$ cat config.mk
export PLATFORM = sky130hd
export DESIGN_NAME = disc_reveal_bitmap_flat
export DESIGN_NICKNAME = d
export VERILOG_FILES = /design/src/drb_pkg.sv /design/src/drb_in_if.sv /design/src/drb_out_if.sv /design/src/drb_div.sv /design/src/disc_reveal_bitmap.sv /design/src/flat_wrapper.sv
export SDC_FILE = /design/constraint.sdc
export NUM_CORES = 2
export LEC_CHECK = 0
export BUFFER_PORTS_ARGS = -buffer_cell sky130_fd_sc_hd__buf_2
export CORE_UTILIZATION = 55
export DETAILED_ROUTE_END_ITERATION = 16
export GPL_TIMING_DRIVEN = 0
export PLACE_DENSITY = 0.77
export REMOVE_ABC_BUFFERS = 1
export SYNTH_ARGS = -nofsm -noshare
export SYNTH_HDL_FRONTEND = slang
export SYNTH_SLANG_ARGS = --single-unit
$ cat constraint.sdc
create_clock -name clk -period 8.7 [get_ports clk]
set_input_delay 0.87 -clock clk [delete_from_list [all_inputs] [get_ports clk]]
set_output_delay 0.87 -clock clk [all_outputs]
set_load 0.05 [all_outputs]
$ cat src/drb_pkg.sv
// Package of the disc reveal bitmap: sizes, codes, reset values and the span table.
package drb_pkg;

  localparam int MAX_COLS   = 64;
  localparam int MAX_ROWS   = 64;
  localparam int MAX_RADIUS = 15;

  localparam int ROW_AW = (MAX_ROWS > 1) ? $clog2(MAX_ROWS) : 1;
  localparam int COL_CW = 9;

  localparam int WORLD_W  = 24;
  localparam int DIV_W    = 25;
  localparam int DEN_W    = 16;
  localparam int CTR_W    = 18;
  localparam int POS_W    = 19;
  localparam int CENTER_LIMIT = 65536;
  localparam int DIV_CNT_W = $clog2(DIV_W);

  localparam int CFG_IDX_W  = 3;
  localparam int CFG_DATA_W = 24;

  typedef enum logic [1:0] {
    CMD_DISC = 2'd0,
    CMD_CELL = 2'd1,
    CMD_READ = 2'd2,
    CMD_NONE = 2'd3
  } cmd_t;

  localparam logic [CFG_IDX_W-1:0] REG_GRID_COLS = 3'd0;
  localparam logic [CFG_IDX_W-1:0] REG_GRID_ROWS = 3'd1;
  localparam logic [CFG_IDX_W-1:0] REG_ORIGIN_X  = 3'd2;
  localparam logic [CFG_IDX_W-1:0] REG_ORIGIN_Y  = 3'd3;
  localparam logic [CFG_IDX_W-1:0] REG_CELL_SIZE = 3'd4;

  localparam logic [6:0]       RST_GRID_COLS = 7'd64;
  localparam logic [6:0]       RST_GRID_ROWS = 7'd64;
  localparam logic [DEN_W-1:0] RST_CELL_SIZE = 16'd8192;

  // Half span of a disc row: largest w with w*w + a*a <= r*r.
  function automatic logic [3:0] half_width(input logic [3:0] r, input logic [3:0] a);
    logic [8:0] rr;
    logic [8:0] aa;
    logic [3:0] w;
    rr = 9'(r) * 9'(r);
    aa = 9'(a) * 9'(a);
    w  = '0;
    for (int k = 0; k <= MAX_RADIUS; k++) begin
      if (9'(k * k) + aa <= rr) w = 4'(k);
    end
    return w;
  endfunction

endpackage

$ cat src/drb_in_if.sv
// Command channel: valid/ready handshake with the command payload.
interface drb_in_if;
  logic              valid;
  logic              ready;
  drb_pkg::cmd_t     cmd;
  logic signed [23:0] world_x;
  logic signed [23:0] world_y;
  logic [3:0]        radius;
  logic signed [7:0] cell_x;
  logic signed [7:0] cell_y;

  modport source (output valid, cmd, world_x, world_y, radius, cell_x, cell_y,
                  input ready);
  modport sink   (input valid, cmd, world_x, world_y, radius, cell_x, cell_y,
                  output ready);
endinterface

$ cat src/drb_out_if.sv
// Result channel: valid/ready handshake with the result payload.
interface drb_out_if;
  logic               valid;
  logic               ready;
  logic               revealed_bit;
  logic               in_bounds;
  logic signed [17:0] center_x;
  logic signed [17:0] center_y;

  modport source (output valid, revealed_bit, in_bounds, center_x, center_y,
                  input ready);
  modport sink   (input valid, revealed_bit, in_bounds, center_x, center_y,
                  output ready);
endinterface

$ cat src/drb_div.sv
// Bit-serial floor divider of a signed offset by the cell size, saturated to the center range.
module drb_div (
  input  logic                                clk,
  input  logic                                rst_n,
  input  logic                                start,
  input  logic signed [drb_pkg::DIV_W-1:0]    num,
  input  logic        [drb_pkg::DEN_W-1:0]    den,
  output logic                                done,
  output logic signed [drb_pkg::CTR_W-1:0]    quo
);

  logic                                run_r;
  logic                                fin_r;
  logic                                done_r;
  logic [drb_pkg::DIV_CNT_W-1:0]       cnt_r;
  logic                                neg_r;
  logic [drb_pkg::DIV_W-1:0]           dvd_r;
  logic [drb_pkg::DEN_W-1:0]           rem_r;
  logic [drb_pkg::DIV_W-1:0]           q_r;
  logic [drb_pkg::DEN_W-1:0]           den_r;
  logic signed [drb_pkg::CTR_W-1:0]    quo_r;

  logic [drb_pkg::DEN_W:0]             part;
  logic [drb_pkg::DEN_W+1:0]           diff;
  logic                                ge;
  logic [drb_pkg::DIV_W:0]             mag;
  logic [drb_pkg::CTR_W-2:0]           mag_sat;
  logic signed [drb_pkg::CTR_W-1:0]    quo_nxt;

  always_comb begin
    part = {rem_r, dvd_r[drb_pkg::DIV_W-1]};
    diff = {1'b0, part} - {2'b00, den_r};
    ge   = !diff[drb_pkg::DEN_W+1];
    mag  = {1'b0, q_r} + (drb_pkg::DIV_W+1)'(neg_r && (rem_r != '0));
    if (mag > (drb_pkg::DIV_W+1)'(drb_pkg::CENTER_LIMIT)) begin
      mag_sat = (drb_pkg::CTR_W-1)'(drb_pkg::CENTER_LIMIT);
    end else begin
      mag_sat = mag[drb_pkg::CTR_W-2:0];
    end
    quo_nxt = neg_r ? -$signed({1'b0, mag_sat}) : $signed({1'b0, mag_sat});
  end

  always_ff @(posedge clk) begin
    if (!rst_n) begin
      run_r  <= 1'b0;
      fin_r  <= 1'b0;
      done_r <= 1'b0;
    end else begin
      done_r <= 1'b0;
      if (start) begin
        run_r <= 1'b1;
        fin_r <= 1'b0;
      end else if (run_r) begin
        if (cnt_r == '0) begin
          run_r <= 1'b0;
          fin_r <= 1'b1;
        end
      end else if (fin_r) begin
        fin_r  <= 1'b0;
        done_r <= 1'b1;
      end
    end
  end

  always_ff @(posedge clk) begin
    if (start) begin
      neg_r <= num[drb_pkg::DIV_W-1];
      dvd_r <= num[drb_pkg::DIV_W-1] ? drb_pkg::DIV_W'(-num) : drb_pkg::DIV_W'(num);
      rem_r <= '0;
      q_r   <= '0;
      den_r <= (den == '0) ? drb_pkg::DEN_W'(1) : den;
      cnt_r <= drb_pkg::DIV_CNT_W'(drb_pkg::DIV_W - 1);
    end else if (run_r) begin
      rem_r <= ge ? diff[drb_pkg::DEN_W-1:0] : part[drb_pkg::DEN_W-1:0];
      q_r   <= {q_r[drb_pkg::DIV_W-2:0], ge};
      dvd_r <= {dvd_r[drb_pkg::DIV_W-2:0], 1'b0};
      cnt_r <= cnt_r - 1'b1;
    end else if (fin_r) begin
      quo_r <= quo_nxt;
    end
  end

  assign done = done_r;
  assign quo  = quo_r;

endmodule

$ cat src/disc_reveal_bitmap.sv
// Disc reveal bitmap: a memory of revealed grid cells updated by disc, cell and read commands.
//
// One command is worked at a time; each gives one result. For a reveal-disc command,
// two serial dividers find both center coordinates in parallel at one quotient bit
// per cycle, then the row memory is read, merged and written back at one grid row per
// cycle for the 2*radius+1 rows of the disc, followed by the drain state and the load
// state, which waits until the output register is empty or its result is taken.
// Reveal-cell and read-cell commands pass through the row, drain and load states; the
// unused command goes straight to the load state. The map holds one memory word per
// grid row with a valid bit per row, so reset clears it at once and no clearing pass is
// needed. The next command is taken while a finished result still waits in the output register.
module disc_reveal_bitmap (
  input  logic                                clk,
  input  logic                                rst_n,
  drb_in_if.sink                              in_ch,
  drb_out_if.source                           out_ch,
  input  logic                                cfg_we,
  input  logic [drb_pkg::CFG_IDX_W-1:0]       cfg_idx,
  input  logic [drb_pkg::CFG_DATA_W-1:0]      cfg_wdata
);

  typedef enum logic [2:0] {
    S_IDLE,
    S_DIV,
    S_ROWS,
    S_DRAIN,
    S_LOAD
  } state_t;

  state_t state_r, state_nxt;

  logic [6:0]                        grid_cols_r;
  logic [6:0]                        grid_rows_r;
  logic signed [drb_pkg::WORLD_W-1:0] origin_x_r;
  logic signed [drb_pkg::WORLD_W-1:0] origin_y_r;
  logic [drb_pkg::DEN_W-1:0]         cell_size_r;

  logic [drb_pkg::COL_CW-1:0]        cols_eff;
  logic [6:0]                        rows_eff;

  drb_pkg::cmd_t                     cmd_r;
  logic [3:0]                        rad_r;
  logic [4:0]                        cnt_r;
  logic signed [drb_pkg::CTR_W-1:0]  ctr_x_r;
  logic signed [drb_pkg::CTR_W-1:0]  ctr_y_r;
  logic                              bit_r;

  logic                              out_vld_r;
  logic                              out_bit_r;
  logic                              out_inb_r;
  logic signed [drb_pkg::CTR_W-1:0]  out_cx_r;
  logic signed [drb_pkg::CTR_W-1:0]  out_cy_r;

  logic                              in_xfer;
  logic                              out_xfer;
  logic                              load_go;
  logic                              div_start;
  logic signed [drb_pkg::DIV_W-1:0]  num_x;
  logic signed [drb_pkg::DIV_W-1:0]  num_y;
  logic                              div_done_x;
  logic                              div_done_y;
  logic signed [drb_pkg::CTR_W-1:0]  quo_x;
  logic signed [drb_pkg::CTR_W-1:0]  quo_y;
  logic [3:0]                        rad_sat;

  logic signed [5:0]                 s0_dy;
  logic [3:0]                        s0_abs;
  logic [3:0]                        s0_w;
  logic signed [drb_pkg::POS_W-1:0]  s0_row;
  logic                              s0_row_ok;
  logic [drb_pkg::ROW_AW-1:0]        s0_idx;

  logic                              s1_vld_r;
  logic                              s1_wr_r;
  logic [drb_pkg::ROW_AW-1:0]        s1_row_r;
  logic signed [drb_pkg::POS_W-1:0]  s1_lo_r;
  logic signed [drb_pkg::POS_W-1:0]  s1_hi_r;
  logic                              rd_vld_r;
  logic [drb_pkg::MAX_COLS-1:0]      rd_data_r;
  logic [drb_pkg::MAX_COLS-1:0]      s1_old;
  logic [drb_pkg::MAX_COLS-1:0]      s1_mask;

  logic [drb_pkg::MAX_COLS-1:0]      map_mem [drb_pkg::MAX_ROWS];
  logic [drb_pkg::MAX_ROWS-1:0]      row_vld_r;

  logic                              inb;

  assign in_xfer   = in_ch.valid && in_ch.ready;
  assign out_xfer  = out_vld_r && out_ch.ready;
  assign in_ch.ready = (state_r == S_IDLE);
  assign load_go   = (state_r == S_LOAD) && (!out_vld_r || out_ch.ready);
  assign div_start = in_xfer && (in_ch.cmd == drb_pkg::CMD_DISC);
  assign rad_sat   = (in_ch.radius > 4'(drb_pkg::MAX_RADIUS)) ?
                     4'(drb_pkg::MAX_RADIUS) : in_ch.radius;

  assign num_x = drb_pkg::DIV_W'(in_ch.world_x) - drb_pkg::DIV_W'(origin_x_r);
  assign num_y = drb_pkg::DIV_W'(in_ch.world_y) - drb_pkg::DIV_W'(origin_y_r);

  assign cols_eff = (grid_cols_r > 7'(drb_pkg::MAX_COLS)) ?
                    drb_pkg::COL_CW'(drb_pkg::MAX_COLS) : drb_pkg::COL_CW'(grid_cols_r);
  assign rows_eff = (grid_rows_r > 7'(drb_pkg::MAX_ROWS)) ?
                    7'(drb_pkg::MAX_ROWS) : grid_rows_r;

  drb_div u_div_x (
    .clk   (clk),
    .rst_n (rst_n),
    .start (div_start),
    .num   (num_x),
    .den   (cell_size_r),
    .done  (div_done_x),
    .quo   (quo_x)
  );

  drb_div u_div_y (
    .clk   (clk),
    .rst_n (rst_n),
    .start (div_start),
    .num   (num_y),
    .den   (cell_size_r),
    .done  (div_done_y),
    .quo   (quo_y)
  );

  // Row issue stage
  always_comb begin
    s0_dy     = $signed({1'b0, cnt_r}) - $signed({2'b00, rad_r});
    s0_abs    = s0_dy[5] ? 4'(-s0_dy) : 4'(s0_dy);
    s0_w      = drb_pkg::half_width(rad_r, s0_abs);
    s0_row    = drb_pkg::POS_W'(ctr_y_r) + drb_pkg::POS_W'(s0_dy);
    s0_row_ok = (s0_row >= 0) && (s0_row < $signed(drb_pkg::POS_W'(rows_eff)));
    s0_idx    = s0_row[drb_pkg::ROW_AW-1:0];
  end

  // Merge stage
  always_comb begin
    s1_old = rd_vld_r ? rd_data_r : '0;
    for (int i = 0; i < drb_pkg::MAX_COLS; i++) begin
      s1_mask[i] = ($signed(drb_pkg::POS_W'(i)) >= s1_lo_r) &&
                   ($signed(drb_pkg::POS_W'(i)) <= s1_hi_r) &&
                   (drb_pkg::COL_CW'(i) < cols_eff);
    end
  end

  always_comb begin
    inb = (cmd_r != drb_pkg::CMD_NONE) && (ctr_x_r >= 0) && (ctr_y_r >= 0) &&
          (ctr_x_r < $signed(drb_pkg::CTR_W'(cols_eff))) &&
          (ctr_y_r < $signed(drb_pkg::CTR_W'(rows_eff)));
  end

  always_comb begin
    state_nxt = state_r;
    case (state_r)
      S_IDLE: begin
        if (in_xfer) begin
          case (in_ch.cmd)
            drb_pkg::CMD_DISC: state_nxt = S_DIV;
            drb_pkg::CMD_NONE: state_nxt = S_LOAD;
            default:           state_nxt = S_ROWS;
          endcase
        end
      end
      S_DIV:   if (div_done_x && div_done_y) state_nxt = S_ROWS;
      S_ROWS:  if (cnt_r == {rad_r, 1'b0}) state_nxt = S_DRAIN;
      S_DRAIN: state_nxt = S_LOAD;
      S_LOAD:  if (load_go) state_nxt = S_IDLE;
      default: state_nxt = S_IDLE;
    endcase
  end

  always_ff @(posedge clk) begin
    if (!rst_n) begin
      state_r   <= S_IDLE;
      out_vld_r <= 1'b0;
      s1_vld_r  <= 1'b0;
    end else begin
      state_r  <= state_nxt;
      s1_vld_r <= (state_r == S_ROWS) && s0_row_ok;
      if (load_go) begin
        out_vld_r <= 1'b1;
        out_bit_r <= bit_r;
        out_inb_r <= inb;
        out_cx_r  <= (cmd_r == drb_pkg::CMD_DISC) ? ctr_x_r : '0;
        out_cy_r  <= (cmd_r == drb_pkg::CMD_DISC) ? ctr_y_r : '0;
      end else if (out_xfer) begin
        out_vld_r <= 1'b0;
      end
    end
  end

  always_ff @(posedge clk) begin
    if (in_xfer) begin
      cmd_r   <= in_ch.cmd;
      rad_r   <= (in_ch.cmd == drb_pkg::CMD_DISC) ? rad_sat : 4'd0;
      cnt_r   <= '0;
      bit_r   <= 1'b0;
      ctr_x_r <= drb_pkg::CTR_W'(in_ch.cell_x);
      ctr_y_r <= drb_pkg::CTR_W'(in_ch.cell_y);
    end else begin
      if ((state_r == S_DIV) && div_done_x && div_done_y) begin
        ctr_x_r <= quo_x;
        ctr_y_r <= quo_y;
      end
      if (state_r == S_ROWS) cnt_r <= cnt_r + 1'b1;
      if (s1_vld_r && !s1_wr_r) bit_r <= |(s1_old & s1_mask);
    end
    s1_wr_r  <= (cmd_r != drb_pkg::CMD_READ);
    s1_row_r <= s0_idx;
    s1_lo_r  <= drb_pkg::POS_W'(ctr_x_r) - drb_pkg::POS_W'(s0_w);
    s1_hi_r  <= drb_pkg::POS_W'(ctr_x_r) + drb_pkg::POS_W'(s0_w);
  end

  // Row memory: read in issue, write back in merge
  always_ff @(posedge clk) begin
    rd_data_r <= map_mem[s0_idx];
    if (s1_vld_r && s1_wr_r) map_mem[s1_row_r] <= s1_old | s1_mask;
  end

  always_ff @(posedge clk) begin
    if (!rst_n) begin
      row_vld_r <= '0;
      rd_vld_r  <= 1'b0;
    end else begin
      rd_vld_r <= row_vld_r[s0_idx];
      if (s1_vld_r && s1_wr_r) row_vld_r[s1_row_r] <= 1'b1;
    end
  end

  always_ff @(posedge clk) begin
    if (!rst_n) begin
      grid_cols_r <= drb_pkg::RST_GRID_COLS;
      grid_rows_r <= drb_pkg::RST_GRID_ROWS;
      origin_x_r  <= '0;
      origin_y_r  <= '0;
      cell_size_r <= drb_pkg::RST_CELL_SIZE;
    end else if (cfg_we) begin
      case (cfg_idx)
        drb_pkg::REG_GRID_COLS: grid_cols_r <= cfg_wdata[6:0];
        drb_pkg::REG_GRID_ROWS: grid_rows_r <= cfg_wdata[6:0];
        drb_pkg::REG_ORIGIN_X:  origin_x_r  <= cfg_wdata[drb_pkg::WORLD_W-1:0];
        drb_pkg::REG_ORIGIN_Y:  origin_y_r  <= cfg_wdata[drb_pkg::WORLD_W-1:0];
        drb_pkg::REG_CELL_SIZE: cell_size_r <= cfg_wdata[drb_pkg::DEN_W-1:0];
        default: ;
      endcase
    end
  end

  assign out_ch.valid        = out_vld_r;
  assign out_ch.revealed_bit = out_bit_r;
  assign out_ch.in_bounds    = out_inb_r;
  assign out_ch.center_x     = out_cx_r;
  assign out_ch.center_y     = out_cy_r;

endmodule

$ cat src/flat_wrapper.sv
// flat-port wrapper written by rule: the top's interface ports become plain ports
module disc_reveal_bitmap_flat 
  (clk, rst_n, cfg_we, cfg_idx, cfg_wdata, in_ch_valid, in_ch_cmd, in_ch_world_x, in_ch_world_y, in_ch_radius, in_ch_cell_x, in_ch_cell_y, in_ch_ready, out_ch_valid, out_ch_revealed_bit, out_ch_in_bounds, out_ch_center_x, out_ch_center_y, out_ch_ready);
  drb_in_if in_ch_i ();
  drb_out_if out_ch_i ();
  input  logic clk;
  input  logic rst_n;
  input  logic cfg_we;
  input  logic [drb_pkg::CFG_IDX_W-1:0] cfg_idx;
  input  logic [drb_pkg::CFG_DATA_W-1:0] cfg_wdata;
  input wire logic [$bits(in_ch_i.valid)-1:0] in_ch_valid;
  input wire logic [$bits(in_ch_i.cmd)-1:0] in_ch_cmd;
  input wire logic [$bits(in_ch_i.world_x)-1:0] in_ch_world_x;
  input wire logic [$bits(in_ch_i.world_y)-1:0] in_ch_world_y;
  input wire logic [$bits(in_ch_i.radius)-1:0] in_ch_radius;
  input wire logic [$bits(in_ch_i.cell_x)-1:0] in_ch_cell_x;
  input wire logic [$bits(in_ch_i.cell_y)-1:0] in_ch_cell_y;
  output wire logic [$bits(in_ch_i.ready)-1:0] in_ch_ready;
  output wire logic [$bits(out_ch_i.valid)-1:0] out_ch_valid;
  output wire logic [$bits(out_ch_i.revealed_bit)-1:0] out_ch_revealed_bit;
  output wire logic [$bits(out_ch_i.in_bounds)-1:0] out_ch_in_bounds;
  output wire logic [$bits(out_ch_i.center_x)-1:0] out_ch_center_x;
  output wire logic [$bits(out_ch_i.center_y)-1:0] out_ch_center_y;
  input wire logic [$bits(out_ch_i.ready)-1:0] out_ch_ready;
  assign in_ch_i.valid = in_ch_valid;
  assign in_ch_i.cmd = in_ch_cmd;
  assign in_ch_i.world_x = in_ch_world_x;
  assign in_ch_i.world_y = in_ch_world_y;
  assign in_ch_i.radius = in_ch_radius;
  assign in_ch_i.cell_x = in_ch_cell_x;
  assign in_ch_i.cell_y = in_ch_cell_y;
  assign in_ch_ready = in_ch_i.ready;
  assign out_ch_valid = out_ch_i.valid;
  assign out_ch_revealed_bit = out_ch_i.revealed_bit;
  assign out_ch_in_bounds = out_ch_i.in_bounds;
  assign out_ch_center_x = out_ch_i.center_x;
  assign out_ch_center_y = out_ch_i.center_y;
  assign out_ch_i.ready = out_ch_ready;
  disc_reveal_bitmap u_core (.clk(clk), .rst_n(rst_n), .in_ch(in_ch_i), .out_ch(out_ch_i), .cfg_we(cfg_we), .cfg_idx(cfg_idx), .cfg_wdata(cfg_wdata));
endmodule
==> flow_summary.ini <==
[routing]
wl_per_cell_um = 38.46
via_per_inst = 7.120
wl_mm = 589.5
first_pass_iters = 13
vias = 109100
drc = 0
drt_iter0_drc = 18010
drtAntennaViolNets = 0

[sta]
fmax_mhz = 119.8
slew-limit-headroom_pct = -8.053
final-hold-violation-count = 0
setup_slack_ps = 350.6
worst_slew_pin_slew_ps = 1611
fin_crit_ps = 8349
final-setup-viol-count = 0
timing.hold.ws_ps = 137.8
skew_ps = 103.2
fin_crit_sh_pct = 95.97
slew_viol_final = 20

[floorplanning]
core_area_um2 = 340600
num_io_pins = 142
die-area_um2 = 345300
fp-row-count = 214
die-width_um = 587.6
start_util_pct = 55.38
fp.dieH_um = 587.6

[grt]
grt_util_met1_pct = 43.23
grt.overflow.total = 0
grt_max_degree = 85
antenna_found_initial = 25
grt_pass1_wl_mm = 817.8
top_usage_layer = met2
grt_pass1_vias = 107100
grt_usage_pct = 33.90
met2_usage_pct = 51.58
use_met3_pct = 10.98

[synth]
synth-seq-cells = 4640
ys_types = 90
yosysWarnings = 0
synth-main-ff-cell = edfxtp_1
yosys.area.top_type = edfxtp_1
synth_top_area_share_pct = 68.14
synth-seq-area-share_pct = 71.96
avgSynthCellArea_um2 = 19.12
async_reset_ff_share_pct = 0
synthTopCellsByArea = edfxtp_1 68%, mux4_2 16%, dfxtp_1 3.8%
syn_inst = 9866
synth-edff-count = 4280
netlist_area_um2 = 188600

[setup_path]
cp_data_arrival_time_ps = 9240
cp_max_fo = 8
cp_num_buf_inv = 6
r2r-end = u_core.s1_lo_r[14]
start_kind = flip-flop
r2r_slack_ps = 350
cp_common_cell = inv_1
cp.required_ps = 9590
crit_type = reg -> reg
crit_family = adder cells
cp-end-kind = flip-flop
slowest_stage = fa_2
reg2reg_depth = 38
slowest_delay_ps = 580
worst_r2r_startpoint = u_core.cnt_r[0]

[power]
p_int_mw = 60.98
switchingPower_mw = 35.02
p_sw_share_pct = 36.48
p_clk_share_pct = 20.6
total_power_mw = 96.00
irDropWorstVdd_mv = 0.8320
pwr-share-comb_pct = 50.4
power_frac_seq_pct = 29.0
powerDensity_nw_per_um2 = 440.4
leakage_nw = 70.97

[clock_network]
clock_latency_ps = 1020
cts.sinks = 4640
clk_path_buf_depth = 4
holdBufCountCts = 0
cts_made_buffers = 435
htree_levels = 5
tritoncts = done
clkTransAtPathRegs_ps = 60
cts-root-buf = clkbuf_16

[hold_path]
min_path_cells = 1
hold_start = in_ch_cmd[1]
hold_path_class = in -> reg
hold_end = u_core.cmd_r[1]

[layout]
multi_input_area_um2 = 51210
final_cell_mix = 4280 x edfxtp_1, 1364 x mux4_2, 533 x nand2_1
finalNetCount = 10730
fillCellCount = 21240
finish.utilization_pct = 64.00
syn_to_final_growth_pct = 15.56
seqCellArea_um2 = 135700
final_common_cell = edfxtp_1
final_layout_size_suffix_gt1_share_pct = 26.83

[placement]
port_buffers = 141
dp_slack_ps = -1249
routabilityCongestion = 0.9290
dp.final_hpwl_mm = 355.3

[flow_run]
maxCapViolCount = 7

[status]
status = complete, but fails checks
failed_checks = max-capacitance violations, max-slew violations
[power by group through the flow]
stage / Clock (mW) / Sequential [mW] / Combinational (mW)
final: 19.7 / 27.9 / 48.4
after global routing: 20.5 / 27.9 / 50.7
after CTS: 19.8 / 27.9 / 47.2
after detailed placement: 0 / 28.3 / 45.2
after global placement: 0 / 28.3 / 24.6
after floorplan: 0 / 27.9 / 21.8
[per-stage QoR]
stage	setup TNS, ps	std cells	cell area [µm²]
after global routing	-12.03	15310	217900
after global placement	-	14030	193000
after floorplan	-2269080	9348	186600
after detailed placement	-29850	14470	202800
after CTS	0	15290	217500
final	0	15330	218000
[flip-flops by register name, indices dropped and copies added, names as in the netlist, 25 cells and up]
| signal | cells |
|---|---|
| u_core.u_div_y.q_r | 25 |
| u_core.u_div_x.q_r | 25 |
| u_core.u_div_y.dvd_r | 25 |
| u_core.u_div_x.dvd_r | 25 |
| u_core.row_vld_r | 64 |
| u_core.map_mem | 4096 |
| u_core.rd_data_r | 64 |
[repair_timing]
item                       4_1_cts  5_1_grt
resized for setup               14       25
setup endpoints to repair       34       27
buffers inserted                 7       17
gates cloned                     0        0
pin swaps                        2        8
[worst max-delay path by stage]
stage | from | end | slack [ps] | cells past startpoint
floorplan | u_core.rad_r[0] | u_core.rd_vld_r | -34470 | 7
global placement | u_core.rad_r[0] | u_core.rd_vld_r | -52420 | 7
detailed placement | u_core.rad_r[0] | u_core.s1_lo_r[13] | -1250 | 34
CTS | u_core.cnt_r[0] | u_core.s1_lo_r[14] | 6 | 34
global route | u_core.cnt_r[0] | u_core.s1_lo_r[14] | -10 | 38
finish | u_core.cnt_r[0] | u_core.s1_lo_r[14] | 350 | 38
[worst reg2reg max path, delay by kind of cell (launching register included)]
family	cells	cell delay (ps)
adders and majority gates	8	2570
and+or+nand+nor	11	2100
AOI/OAI and AO/OA	10	2060
buffers and inverters	6	620
xor gates and xnor gates	3	560
DFF	1	380
[layout make-up]
| class | count | area share, % |
|---|---|---|
| inverter | 187 | 0.3329 |
| clock buffer | 589 | 5.522 |
| antenna | 15 | 0.01722 |
| multi-input combinational | 4521 | 23.50 |
| clock inverter | 222 | 1.167 |
| tap | 4536 | 2.604 |
| timing repair buffer | 616 | 4.584 |
| sequential | 4640 | 62.28 |
[layer usage]
layer  up-vias  wire, µm
li1      41240         -
met3      2307     87550
met4        26     42160
met5         -       220
met2      9928    267100
met1     55630    192400
[Yosys cell counts, drive strengths merged (106+ instances only)]
cell	instances
dfxtp	360
nor2	504
a21oi	310
ha	212
edfxtp	4280
xnor2	153
mux4	1364
nand3	106
nand2	540
inv	186
o21ai	219
clkbuf	415
[logic make-up (layout without fill, tap and decap cells)]
family | after synthesis | after routing | synth area share [%]
buf+inv | 705 | 1614 | 1.411
flops | 4640 | 4640 | 71.96
other cells | 0 | 15 | 0
compound gates | 961 | 961 | 3.216
mux | 1440 | 1440 | 16.69
fa+ha+maj | 222 | 222 | 1.513
xor+xnor | 249 | 249 | 1.156
simple gates | 1649 | 1649 | 4.046
(Power assumes the default switching activity.)
